### src/hw/rtl/etm_pkg.sv
`timescale 1ns / 1ps
package etm_pkg;

    // pipeline depths of the back end
    localparam int SQ_STEPS = 32;   // one result bit per stage, 64-bit radicand
    localparam int SC_STEPS = 51;   // scaled-vector quotient bits
    localparam int QD_STEPS = 34;   // Q16.16 entry quotient bits
    localparam int BACK_DEPTH = (SQ_STEPS + 1) + 1 + (SC_STEPS + 1) + 1 + 1 + (QD_STEPS + 1) + 1;
    localparam int QUEUE_DEPTH = 4;

    localparam logic [1:0] ST_OK       = 2'd0;
    localparam logic [1:0] ST_BOUNDARY = 2'd1;
    localparam logic [1:0] ST_DEGEN    = 2'd2;
    localparam logic [1:0] ST_SAT      = 2'd3;

    // barycentric corner vectors, code 3 maps to nothing
    localparam logic [3:0] CORNER_X = 4'b0010;
    localparam logic [3:0] CORNER_Y = 4'b0100;

    localparam logic [50:0] X_CLAMP = 51'd1 << 50;

    typedef struct packed {
        logic signed [31:0] first_m11;
        logic signed [31:0] first_m12;
        logic signed [31:0] first_m22;
        logic signed [31:0] second_m11;
        logic signed [31:0] second_m12;
        logic signed [31:0] second_m22;
        logic [1:0]         first_tail_corner;
        logic [1:0]         first_head_corner;
        logic [1:0]         second_tail_corner;
        logic [1:0]         second_head_corner;
        logic               on_boundary;
    } t_in_word;

    typedef struct packed {
        logic signed [31:0] fwd_t11;
        logic signed [31:0] fwd_t12;
        logic signed [31:0] fwd_t21;
        logic signed [31:0] fwd_t22;
        logic signed [31:0] back_t11;
        logic signed [31:0] back_t12;
        logic signed [31:0] back_t21;
        logic signed [31:0] back_t22;
        logic [1:0]         status;
    } t_out_word;

    typedef struct packed {
        logic signed [1:0] e1;
        logic signed [1:0] e2;
    } t_evec;

    typedef struct packed {
        logic signed [1:0]  e1;
        logic signed [1:0]  e2;
        logic signed [33:0] p1;
        logic signed [33:0] p2;
        logic signed [34:0] d;
    } t_face;

    typedef struct packed {
        t_face f1;
        t_face f2;
        logic  boundary;
        logic  bad;
    } t_carry;

    typedef struct packed {
        t_carry      c;
        logic [63:0] det1;
        logic [63:0] det2;
    } t_cls;

    typedef struct packed {
        logic [63:0] v;
        logic [63:0] res;
    } t_sq;

    typedef struct packed {
        logic        q;
        logic [33:0] rem;
    } t_dstep;

    typedef struct packed {
        logic [33:0] rem;
        logic [50:0] word;
        logic        ovf;
        logic        neg;
    } t_sc_lane;

    typedef struct packed {
        logic [33:0] rem;
        logic [33:0] word;
        logic        ovf;
        logic        neg;
    } t_qd_lane;

    typedef struct packed {
        logic        sat;
        logic [31:0] val;
    } t_qres;

    function automatic t_evec face_edge(input logic [1:0] t, input logic [1:0] h);
        t_evec r;
        logic  hx;
        logic  hy;
        hx = CORNER_X[h] && (h != t);
        hy = CORNER_Y[h] && (h != t);
        r.e1 = $signed({1'b0, hx}) - $signed({1'b0, CORNER_X[t]});
        r.e2 = $signed({1'b0, hy}) - $signed({1'b0, CORNER_Y[t]});
        return r;
    endfunction

    // e is -1, 0 or 1
    function automatic logic signed [52:0] emul(input logic signed [1:0] e,
                                                input logic signed [52:0] v);
        logic signed [52:0] r;
        if (e == 2'sb01) begin
            r = v;
        end else if (e == 2'sb11) begin
            r = -v;
        end else begin
            r = '0;
        end
        return r;
    endfunction

    function automatic logic [32:0] pmag(input logic signed [33:0] p);
        logic [33:0] n;
        n = -p;
        return p[33] ? n[32:0] : p[32:0];
    endfunction

    function automatic t_sq sqrt_step(input t_sq s, input int k);
        logic [63:0] b;
        logic [63:0] tr;
        t_sq         r;
        b  = 64'd1 << (62 - 2 * k);
        tr = s.res + b;
        if (s.v >= tr) begin
            r.v   = s.v - tr;
            r.res = (s.res >> 1) + b;
        end else begin
            r.v   = s.v;
            r.res = s.res >> 1;
        end
        return r;
    endfunction

    function automatic t_dstep div_step(input logic [33:0] rem, input logic din,
                                        input logic [33:0] dv);
        logic [34:0] tr;
        logic [34:0] df;
        t_dstep      r;
        tr = {rem, din};
        df = tr - {1'b0, dv};
        if (tr >= {1'b0, dv}) begin
            r.q   = 1'b1;
            r.rem = df[33:0];
        end else begin
            r.q   = 1'b0;
            r.rem = tr[33:0];
        end
        return r;
    endfunction

    function automatic t_sc_lane sc_next(input t_sc_lane l, input logic [33:0] dv);
        t_dstep   s;
        t_sc_lane r;
        s      = div_step(l.rem, l.word[50], dv);
        r      = l;
        r.rem  = s.rem;
        r.word = {l.word[49:0], s.q};
        return r;
    endfunction

    function automatic t_qd_lane qd_next(input t_qd_lane l, input logic [33:0] dv);
        t_dstep   s;
        t_qd_lane r;
        s      = div_step(l.rem, l.word[33], dv);
        r      = l;
        r.rem  = s.rem;
        r.word = {l.word[32:0], s.q};
        return r;
    endfunction

    function automatic logic signed [51:0] x_of(input t_sc_lane l);
        logic [50:0]        m;
        logic signed [51:0] x;
        if (l.ovf || (l.word > X_CLAMP)) begin
            m = X_CLAMP;
        end else begin
            m = l.word;
        end
        x = $signed({1'b0, m});
        return l.neg ? -x : x;
    endfunction

    function automatic t_qres q_final(input t_qd_lane l);
        t_qres       r;
        logic [33:0] n;
        n = -l.word;
        if (l.neg) begin
            if (l.ovf || (l.word > 34'h080000000)) begin
                r.sat = 1'b1;
                r.val = 32'h80000000;
            end else begin
                r.sat = 1'b0;
                r.val = n[31:0];
            end
        end else begin
            if (l.ovf || (l.word > 34'h07FFFFFFF)) begin
                r.sat = 1'b1;
                r.val = 32'h7FFFFFFF;
            end else begin
                r.sat = 1'b0;
                r.val = l.word[31:0];
            end
        end
        return r;
    endfunction

endpackage

### src/hw/rtl/etm_queue.sv
`timescale 1ns / 1ps
module etm_queue (
    input  logic          i_clk,
    input  logic          i_rst_n,
    input  logic          i_push_valid,
    output logic          o_push_ready,
    input  etm_pkg::t_cls i_push_data,
    output logic          o_pop_valid,
    input  logic          i_pop_ready,
    output etm_pkg::t_cls o_pop_data
);
    import etm_pkg::*;

    localparam int AW = $clog2(QUEUE_DEPTH);

    t_cls          r_mem [0:QUEUE_DEPTH-1];
    logic [AW-1:0] r_wptr;
    logic [AW-1:0] r_rptr;
    logic [AW:0]   r_count;
    logic          push;
    logic          pop;

    assign o_push_ready = (r_count != (AW + 1)'(QUEUE_DEPTH));
    assign o_pop_valid  = (r_count != '0);
    assign o_pop_data   = r_mem[r_rptr];
    assign push         = i_push_valid && o_push_ready;
    assign pop          = o_pop_valid && i_pop_ready;

    always_ff @(posedge i_clk) begin
        if (!i_rst_n) begin
            r_wptr  <= '0;
            r_rptr  <= '0;
            r_count <= '0;
        end else begin
            if (push) begin
                r_wptr <= r_wptr + 1'b1;
            end
            if (pop) begin
                r_rptr <= r_rptr + 1'b1;
            end
            if (push && !pop) begin
                r_count <= r_count + 1'b1;
            end else if (pop && !push) begin
                r_count <= r_count - 1'b1;
            end
        end
    end

    always_ff @(posedge i_clk) begin
        if (push) begin
            r_mem[r_wptr] <= i_push_data;
        end
    end

endmodule

### config.mk
export PLATFORM = sky130hd
export DESIGN_NAME = etm_queue
export DESIGN_NICKNAME = d
export VERILOG_FILES = /design/src/hw/rtl/etm_pkg.sv /design/src/hw/rtl/etm_queue.sv
export SDC_FILE = /design/constraint.sdc
export NUM_CORES = 1
export LEC_CHECK = 0
export BUFFER_PORTS_ARGS = -buffer_cell sky130_fd_sc_hd__buf_2
export CAP_MARGIN = 5
export CORE_ASPECT_RATIO = 0.8
export CORE_MARGIN = 2
export CORE_UTILIZATION = 40
export CTS_BUF_LIST = sky130_fd_sc_hd__clkbuf_2
export DETAILED_ROUTE_END_ITERATION = 10
export HOLD_SLACK_MARGIN = 0.15
export MAX_ROUTING_LAYER = met4
export PLACE_DENSITY_LB_ADDON = 0.15
export REMOVE_ABC_BUFFERS = 1
export SYNTH_ARGS = -nofsm -noshare
export SYNTH_HDL_FRONTEND = slang
export SYNTH_SLANG_ARGS = --single-unit
### constraint.sdc
create_clock -name i_clk -period 15.7 [get_ports i_clk]
set_clock_uncertainty 0.1 [all_clocks]
set_input_delay 3.925 -clock i_clk [delete_from_list [all_inputs] [get_ports i_clk]]
set_output_delay 3.925 -clock i_clk [all_outputs]
set_load 0.1 [all_outputs]
==> impl_metrics.toml, run 1 <==
[outcome]
status = "completed"

[clock_tree]
numCtsBuffers = 350
post_cts_buffers = 0
hold_buffers = 0
cts_max_path_buffers = 4
cts-resized-gates = 0
clock_sinks = 1385
htree_levels = 5
clock_latency_ps = 1600
cts_tree = "done"
cts_root_buf = "clkbuf_2"
path_clk_slew_ps = 90

[routing]
wl_per_cell_um = 23.03
drt_iter0_drc = 1212
num_vias = 23340
viasPerCell = 4.935
postRouteAntennaNets = 0
drc = 0
drt_pre_antenna_iters = 5
routed_wl_um = 108900

[placement]
portBuffers = 693
gp_congestion = 0.7515
post-place-ws_ps = 7287
dp_hpwl_um = 64630

[sta]
grt_setup_unrepaired = "false"
hold_viol_final = 0
slew_viol_final = 0
fmax_ghz = 0.1090
min_period_over_period = 0.5842
slew_headroom = 0.1717
finalSetupViolations = 0
min_period_ps = 9172
tightest_slew_ps = 1242
finalWorstSetupSlack_ps = 6528

[setup_path]
cp_cell_sequence = "buf_4, buf_12, mux4_2, buf_2"
required_ps = 11680
path_class = "reg2out"
critical-path-max-stage-delay_ps = 860
worstSetupEndpointType = "output pin"
crit_family = "buffers and inverters"
cp.arrival_ps = 5150
crit_slowest_cell = "buf_4"
start_kind = "flop"
critPathBufInv = 3
critical_path.max_fanout = 104

[final_layout]
fin_nets = 3189
area_growth_pct = 16.41
drive_gt1_frac = 0.5177
final_common_cell = "edfxtp_1"
fillers = 10640
most-common-layout-cells = "edfxtp_1 (1376), buf_2 (693), clkbuf_2 (491)"

[die]
rows = 116
core-area_mm2 = 0.1245
die-area_mm2 = 0.1279
start_util = 0.4016
fp.dieH_um = 320.3
die_x_um = 399.4
io_pins = 694

[grt]
overflow = 0
grt_pass1_wl_um = 158900
grt_pass1_vias = 25320
grt_max_degree = 140
grt_usage = 0.1739
antenna_found_initial = 42

[synth]
ys_types = 24
seq_area_frac_synth = 0.8297
netlist_instances = 1844
ys_seq_elements = 1385
syn_area_per_cell_um2 = 27.12
syn_area_mm2 = 0.05002
yosys_warnings = 0

[hold_path]
hp-class = "reg2reg"

[flow_run]
max-cap-violations = 0
[worst min-delay path: cells and delay by family, from the launching register on]
kind | cells | cell delay (ps)
simple gates | 1 | 70
flops | 1 | 340
mux | 1 | 60
[routing by layer]
metal	up-vias	track usage	share of wire
li1	10280	-	-
met1	12060	0.2001	0.38
met2	801	0.2798	0.51
met3	195	0.06615	0.084
met4	0	0.05940	0.019
met5	-	-	0
[cells in the mapped netlist]
library cell	n	area share
o311ai_0	1	0.00018
or3_1	2	0.00025
ha_1	5	0.0013
buf_6	18	0.0041
buf_1	9	0.00068
a21boi_0	1	0.00015
clkbuf_1	11	0.00083
xor2_1	1	0.00018
buf_2	35	0.0035
nor2b_1	1	0.00013
mux4_2	344	0.15
mux2i_1	3	0.00060
dfxtp_1	9	0.0036
edfxtp_1	1376	0.83
o21ai_0	1	0.00010
xnor2_1	3	0.00053
buf_4	4	0.00060
nand2_1	5	0.00038
inv_1	3	0.00023
nor2_1	1	0.000075
fa_1	1	0.00040
and2_1	8	0.0010
a21boi_1	1	0.00015
o31ai_1	1	0.00015
[logic make-up (layout without fill, tap and decap cells)]
logic type	Yosys count	after routing	synth area share
fa+ha+maj	6	6	0.001651
xor+xnor	4	4	0.0007006
simple gates	17	17	0.001826
other cells	0	45	0
mux	347	347	0.1555
flops	1385	1385	0.8297
compound gates	5	5	0.0007256
buf+inv	80	1267	0.009881
[path summary, 6_finish.rpt]
kind | from | to | slack, ps | cells after the start
max | flop | o_pop_data[100] | 6530 | 4
min | r_wptr[1]$_SDFFE_PN0P_ | r_wptr[1]$_SDFFE_PN0P_ | 410 | 2
max reg2reg | r_count[0]$_SDFFE_PN0P_ | r_mem[2][294]$_DFFE_PP_ | 10790 | 6
min reg2reg | r_wptr[1]$_SDFFE_PN0P_ | r_wptr[1]$_SDFFE_PN0P_ | 410 | 2
[stage by stage]
stage | setup TNS [ps] | std cells | instance area (um2) | utilization | hold WS, ps
after floorplan | -1358240 | 1767 | 49530 | - | 367.7
after global placement | 0 | 4135 | 55370 | 0.4446 | 382.6
after detailed placement | 0 | 4135 | 55370 | 0.4446 | 398.7
after CTS | 0 | 4683 | 58110 | 0.4666 | 411.8
after global routing | 0 | 4720 | 58200 | 0.4674 | 437.4
final | 0 | 4728 | 58220 | 0.4675 | 412.6
[flip-flops by register name, indices dropped and copies added (netlist names), named ones only]
name,count
r_mem,1376
r_count,3
r_rptr,2
r_wptr,2
[cell type report]
class / instances / area, um2 / area share
diodes: 45 / 112.6 / 0.001934
flip-flops and latches: 1385 / 41510 / 0.7129
clock inverters: 57 / 281.5 / 0.004835
clock buffers: 491 / 2457 / 0.04221
well taps: 1652 / 2067 / 0.03550
inverters: 3 / 11.26 / 0.0001934
multi-input cells: 379 / 8033 / 0.1380
repair buffers: 716 / 3754 / 0.06447
Power of run 1 is not shown: default switching activity piles up to over one toggle a cycle in this logic, so the estimate is an artifact.
==> inputs of run 2 (changes only) <==
clock period = 8.7 ns   (was 15.7 ns; I/O delays follow)
==> run 2 against run 1 <==
Against the previous run: non-clock buffer count down 1; highest routed layer unchanged; critical endpoint is now o_pop_data[16]; critical path depth down 1; sequential share of layout area down 0.27 points; critical path type unchanged; routed wire length up 0.76%.
==> impl_metrics.toml, run 2 (synthesized netlist as in run 1, its figures left out) <==
[routing]
drc = 0
num_vias = 23410
postRouteAntennaNets = 0
viasPerCell = 4.929
drt_pre_antenna_iters = 5
drt_iter0_drc = 1385
wl_per_cell_um = 23.10
routed_wl_um = 109700

[final_layout]
drive_gt1_frac = 0.5191
largest_reg_flops = 1376
reg_top3 = "r_mem: 1376 flops, r_count: 3 flops"
top_register = "r_mem"
area_growth_pct = 16.85
final_common_cell = "edfxtp_1"
fin_nets = 3189
stdcell_count = 4749
final_util = 0.4693
most-common-layout-cells = "edfxtp_1 (1376), buf_2 (693), clkbuf_2 (499)"

[setup_path]
crit_slowest_cell = "dfxtp_4"
crit_path_end = "o_pop_data[16]"
worstSetupEndpointType = "output pin"
cp_cell_sequence = "buf_12, mux4_2, buf_2"
rr_startpoint = "r_count[0]$_SDFFE_PN0P_"
crit_family = "flip-flops"
reg2reg_slack_ps = 5430
cp_num_cells = 3
required_ps = 6430
critPathBufInv = 2
r2r_cells = 4
critical-path-max-stage-delay_ps = 1110
path_class = "reg2out"
cp.arrival_ps = 4480
r2r_end = "r_mem[1][301]$_DFFE_PP_"
critical_path.max_fanout = 117
start_kind = "flop"

[hold_path]
hold_start = "r_wptr[0]$_SDFFE_PN0P_"
hp-class = "reg2reg"
whs_path_depth = 2

[sta]
hold_viol_final = 0
slew_headroom = 0.1455
min_period_ps = 6757
tightest_slew_ps = 1282
finalSetupViolations = 0
slew_viol_final = 0
fmax_ghz = 0.1480
min_period_over_period = 0.7767
grt_setup_unrepaired = "false"

[clock_tree]
path_clk_slew_ps = 100
htree_levels = 5
clock_latency_ps = 1580
cts-resized-gates = 0
cts_root_buf = "clkbuf_2"
clock_sinks = 1385
post_cts_buffers = 0
numCtsBuffers = 351
cts_max_path_buffers = 4
hold_buffers = 0
cts_tree = "done"

[placement]
dp_hpwl_um = 65010
gp_congestion = 0.7390
portBuffers = 693
placed_cells = 4134

[grt]
antenna_found_initial = 45
grt_max_degree = 132
grt_pass1_vias = 25320
overflow = 0
grt_usage = 0.1754
grt_pass1_wl_um = 159200

[die]
rows = 116
io_pins = 694
fp.dieH_um = 320.3
die_x_um = 399.4
die-area_mm2 = 0.1279
start_util = 0.4016
core-area_mm2 = 0.1245

[flow_run]
max-cap-violations = 0

[outcome]
status = "completed"
[run 2: changes by cell type in the layout (fill, tap and decap cells not counted)]
| cell | previous run | this run |
|---|---|---|
| clkbuf_2 | 491 | 499 |
| clkinv_1 | 45 | 53 |
| clkinv_2 | 5 | 11 |
| diode_2 | 45 | 40 |
| buf_4 | 14 | 10 |
| buf_12 | 9 | 12 |
| bufinv_16 | 2 | 5 |
| clkinv_4 | 1 | 2 |
| inv_2 | 3 | 4 |
[run 2: layout make-up]
cell class / instances / area, um2
repair buffers: 715 / 3784
clock buffers: 499 / 2497
clock inverters: 76 / 444.2
well taps: 1652 / 2067
fillers: 10560 / 66090
diodes: 40 / 100.1
multi-input cells: 379 / 8033
inverters: 3 / 11.26
flip-flops and latches: 1385 / 41510
[run 2: how the worst min path moves through the flow]
stage / end
global route: r_mem[0][304]$_DFFE_PP_
global placement: r_wptr[1]$_SDFFE_PN0P_
detailed placement: r_wptr[0]$_SDFFE_PN0P_
CTS: r_mem[2][170]$_DFFE_PP_
finish: r_wptr[0]$_SDFFE_PN0P_
floorplan: r_wptr[1]$_SDFFE_PN0P_
[run 2: worst min-delay path, stage by stage (launching register included)]
cell and delay [ps]:
dfxtp_1 360, nand2_1 60, mux2i_1 50
[run 2: through the flow]
step	setup slack [ps]	cell area (um2)	TNS, ps	hold slack [ps]
finish	1943	58440	0	412.0
global route	1577	58440	0	346.0
CTS	1690	58340	0	336.3
detailed placement	3596	55400	0	396.4
global placement	3607	55400	0	375.7
floorplan	-9198	49530	-6659910	367.7
[run 2: routing by layer]
layer,up-vias,part of all wire,track usage
met5,-,0,-
met4,0,0.026,0.06784
met3,216,0.084,0.06935
met2,779,0.51,0.2823
met1,12130,0.38,0.1964
li1,10290,-,-
Power of run 2 is left out for the same reason.
==> inputs of run 3 (changes only) <==
clock period = 5.82 ns   (was 8.7 ns; I/O delays follow)
==> run 3 against run 2 <==
Against the previous run: register-to-register slack got worse by 2700 ps; global-route usage rose by 1.5 points; sequential share of layout area fell by 4.4 points; final cell count rose by 7.9%; sequential cell count did not move; hold slack improved by 16 ps; clock-buffer cell count fell by 10.
==> impl_metrics.toml, run 3 (synthesized netlist as in run 1, its figures left out) <==
[routing]
wl_per_cell_um = 23.18
num_vias = 25190
routed_wl_um = 118800
viasPerCell = 4.918
drc = 0
drt_iter0_drc = 1601
drt_pre_antenna_iters = 5
postRouteAntennaNets = 0

[outcome]
status = "completed"

[sta]
tightest_slew_ps = 1054
slew_viol_final = 0
min_period_over_period = 0.9054
fmax_ghz = 0.1898
whs_ps = 427.9
finalSetupViolations = 0
min_period_ps = 5270
grt_setup_unrepaired = "false"
slew_headroom = 0.2975
hold_viol_final = 0
fin_setup_tns_ps = 0

[clock_tree]
cts_max_path_buffers = 4
path_clk_slew_ps = 100
cts_tree = "done"
cts_root_buf = "clkbuf_2"
numCtsBuffers = 349
clock_sinks = 1385
clock_latency_ps = 1580
htree_levels = 5

[power]
vdd_ir_drop_max_mv = 0.4941
p_leak_uw = 0.02148
pwr_density_cell_mw_per_mm2 = 525.4

[grt]
grt_pass1_vias = 27800
overflow = 0
grt_max_degree = 91
antenna_found_initial = 21
use_met2 = 0.2997
grtUsageMet3 = 0.06223
top_usage_layer = "met2"
grt_usage = 0.1902
met1_usage = 0.2332
grt_pass1_wl_um = 173900

[setup_path]
r2r_cells = 4
cp.arrival_ps = 3710
start_kind = "flop"
path_class = "reg2out"
critical_path.max_fanout = 43
required_ps = 4260
worstSetupEndpointType = "output pin"

[final_layout]
final_common_cell = "edfxtp_1"
top_register = "r_mem"
largest_reg_flops = 1376
most-common-layout-cells = "edfxtp_1 (1376), buf_2 (693), clkbuf_2 (489)"
reg_top3 = "r_mem: 1376 flops, r_count: 3 flops"
area_growth_pct = 24.64
drive_gt1_frac = 0.4721
fillers = 10300
final_util = 0.5006
fin_nets = 3593

[die]
die-area_mm2 = 0.1279
fp.dieH_um = 320.3
start_util = 0.4016
io_pins = 694
rows = 116
die_x_um = 399.4
core-area_mm2 = 0.1245

[placement]
dp_hpwl_um = 74600
gp_congestion = 0.7832
portBuffers = 693

[flow_run]
max-cap-violations = 0

[hold_path]
hp-class = "reg2reg"
whs_path_depth = 2
-- run 3: power breakdown --
part	switching, uW	internal (uW)	leakage, uW
clock	3620	2220	0.00215
combinational	11500	3070	0.00664
sequential	299	12100	0.0127
-- run 3: path summary, 6_finish.rpt --
kind | startpoint | endpoint | slack [ps]
worst max register to register | r_count[0]$_SDFFE_PN0P_ | r_mem[0][338]$_DFFE_PP_ | 2720
worst max-delay path | flop | o_pop_data[121] | 550
worst min-delay path | r_wptr[0]$_SDFFE_PN0P_ | r_wptr[0]$_SDFFE_PN0P_ | 430
worst min register to register | r_wptr[0]$_SDFFE_PN0P_ | r_wptr[0]$_SDFFE_PN0P_ | 430
-- run 3: routing by layer --
| layer | wire length, um | vias up | part of all wire |
|---|---|---|---|
| li1 | - | 11070 | - |
| met1 | 48500 | 13110 | 0.41 |
| met2 | 59390 | 843 | 0.50 |
| met3 | 8681 | 169 | 0.073 |
| met4 | 2182 | 0 | 0.018 |
| met5 | 0 | - | 0 |
-- run 3: critical path, stage by stage (launching register included) --
cell	delay (ps)
dfxtp_4	740
buf_4	610
mux4_2	370
buf_2	440
-- run 3: timing repair --
action | CTS | global route
buffers inserted | 2 | 0
setup endpoints to repair | 94 | 0
resized for setup | 0 | 0
hold endpoints to repair | 1385 | 0
hold buffers | 348 | 0
-- run 3: area by class of cell --
class,count,area [um2],share of cell area
Antenna cell,28,70.07,0.001124
Clock buffer,489,2447,0.03926
Clock inverter,65,275.3,0.004416
Inverter,3,11.26,0.0001806
Multi-Input combinational cell,379,8033,0.1289
Sequential cell,1385,41510,0.6658
Tap cell,1652,2067,0.03316
Timing Repair Buffer,1121,7928,0.1272
-- run 3: through the flow --
step / cell area [um2] / instances / setup WS (ps) / power (uW)
after floorplan: 49530 / 1767 / -11360 / 22080
after global placement: 56020 / 4190 / 1722 / 26980
after detailed placement: 56020 / 4190 / 1694 / 27070
after CTS: 62270 / 5094 / 165.9 / 33250
after global routing: 62330 / 5120 / 162.6 / 34070
final: 62340 / 5122 / 550.4 / 32750
Note: power is estimated with default switching activity, not from simulation.
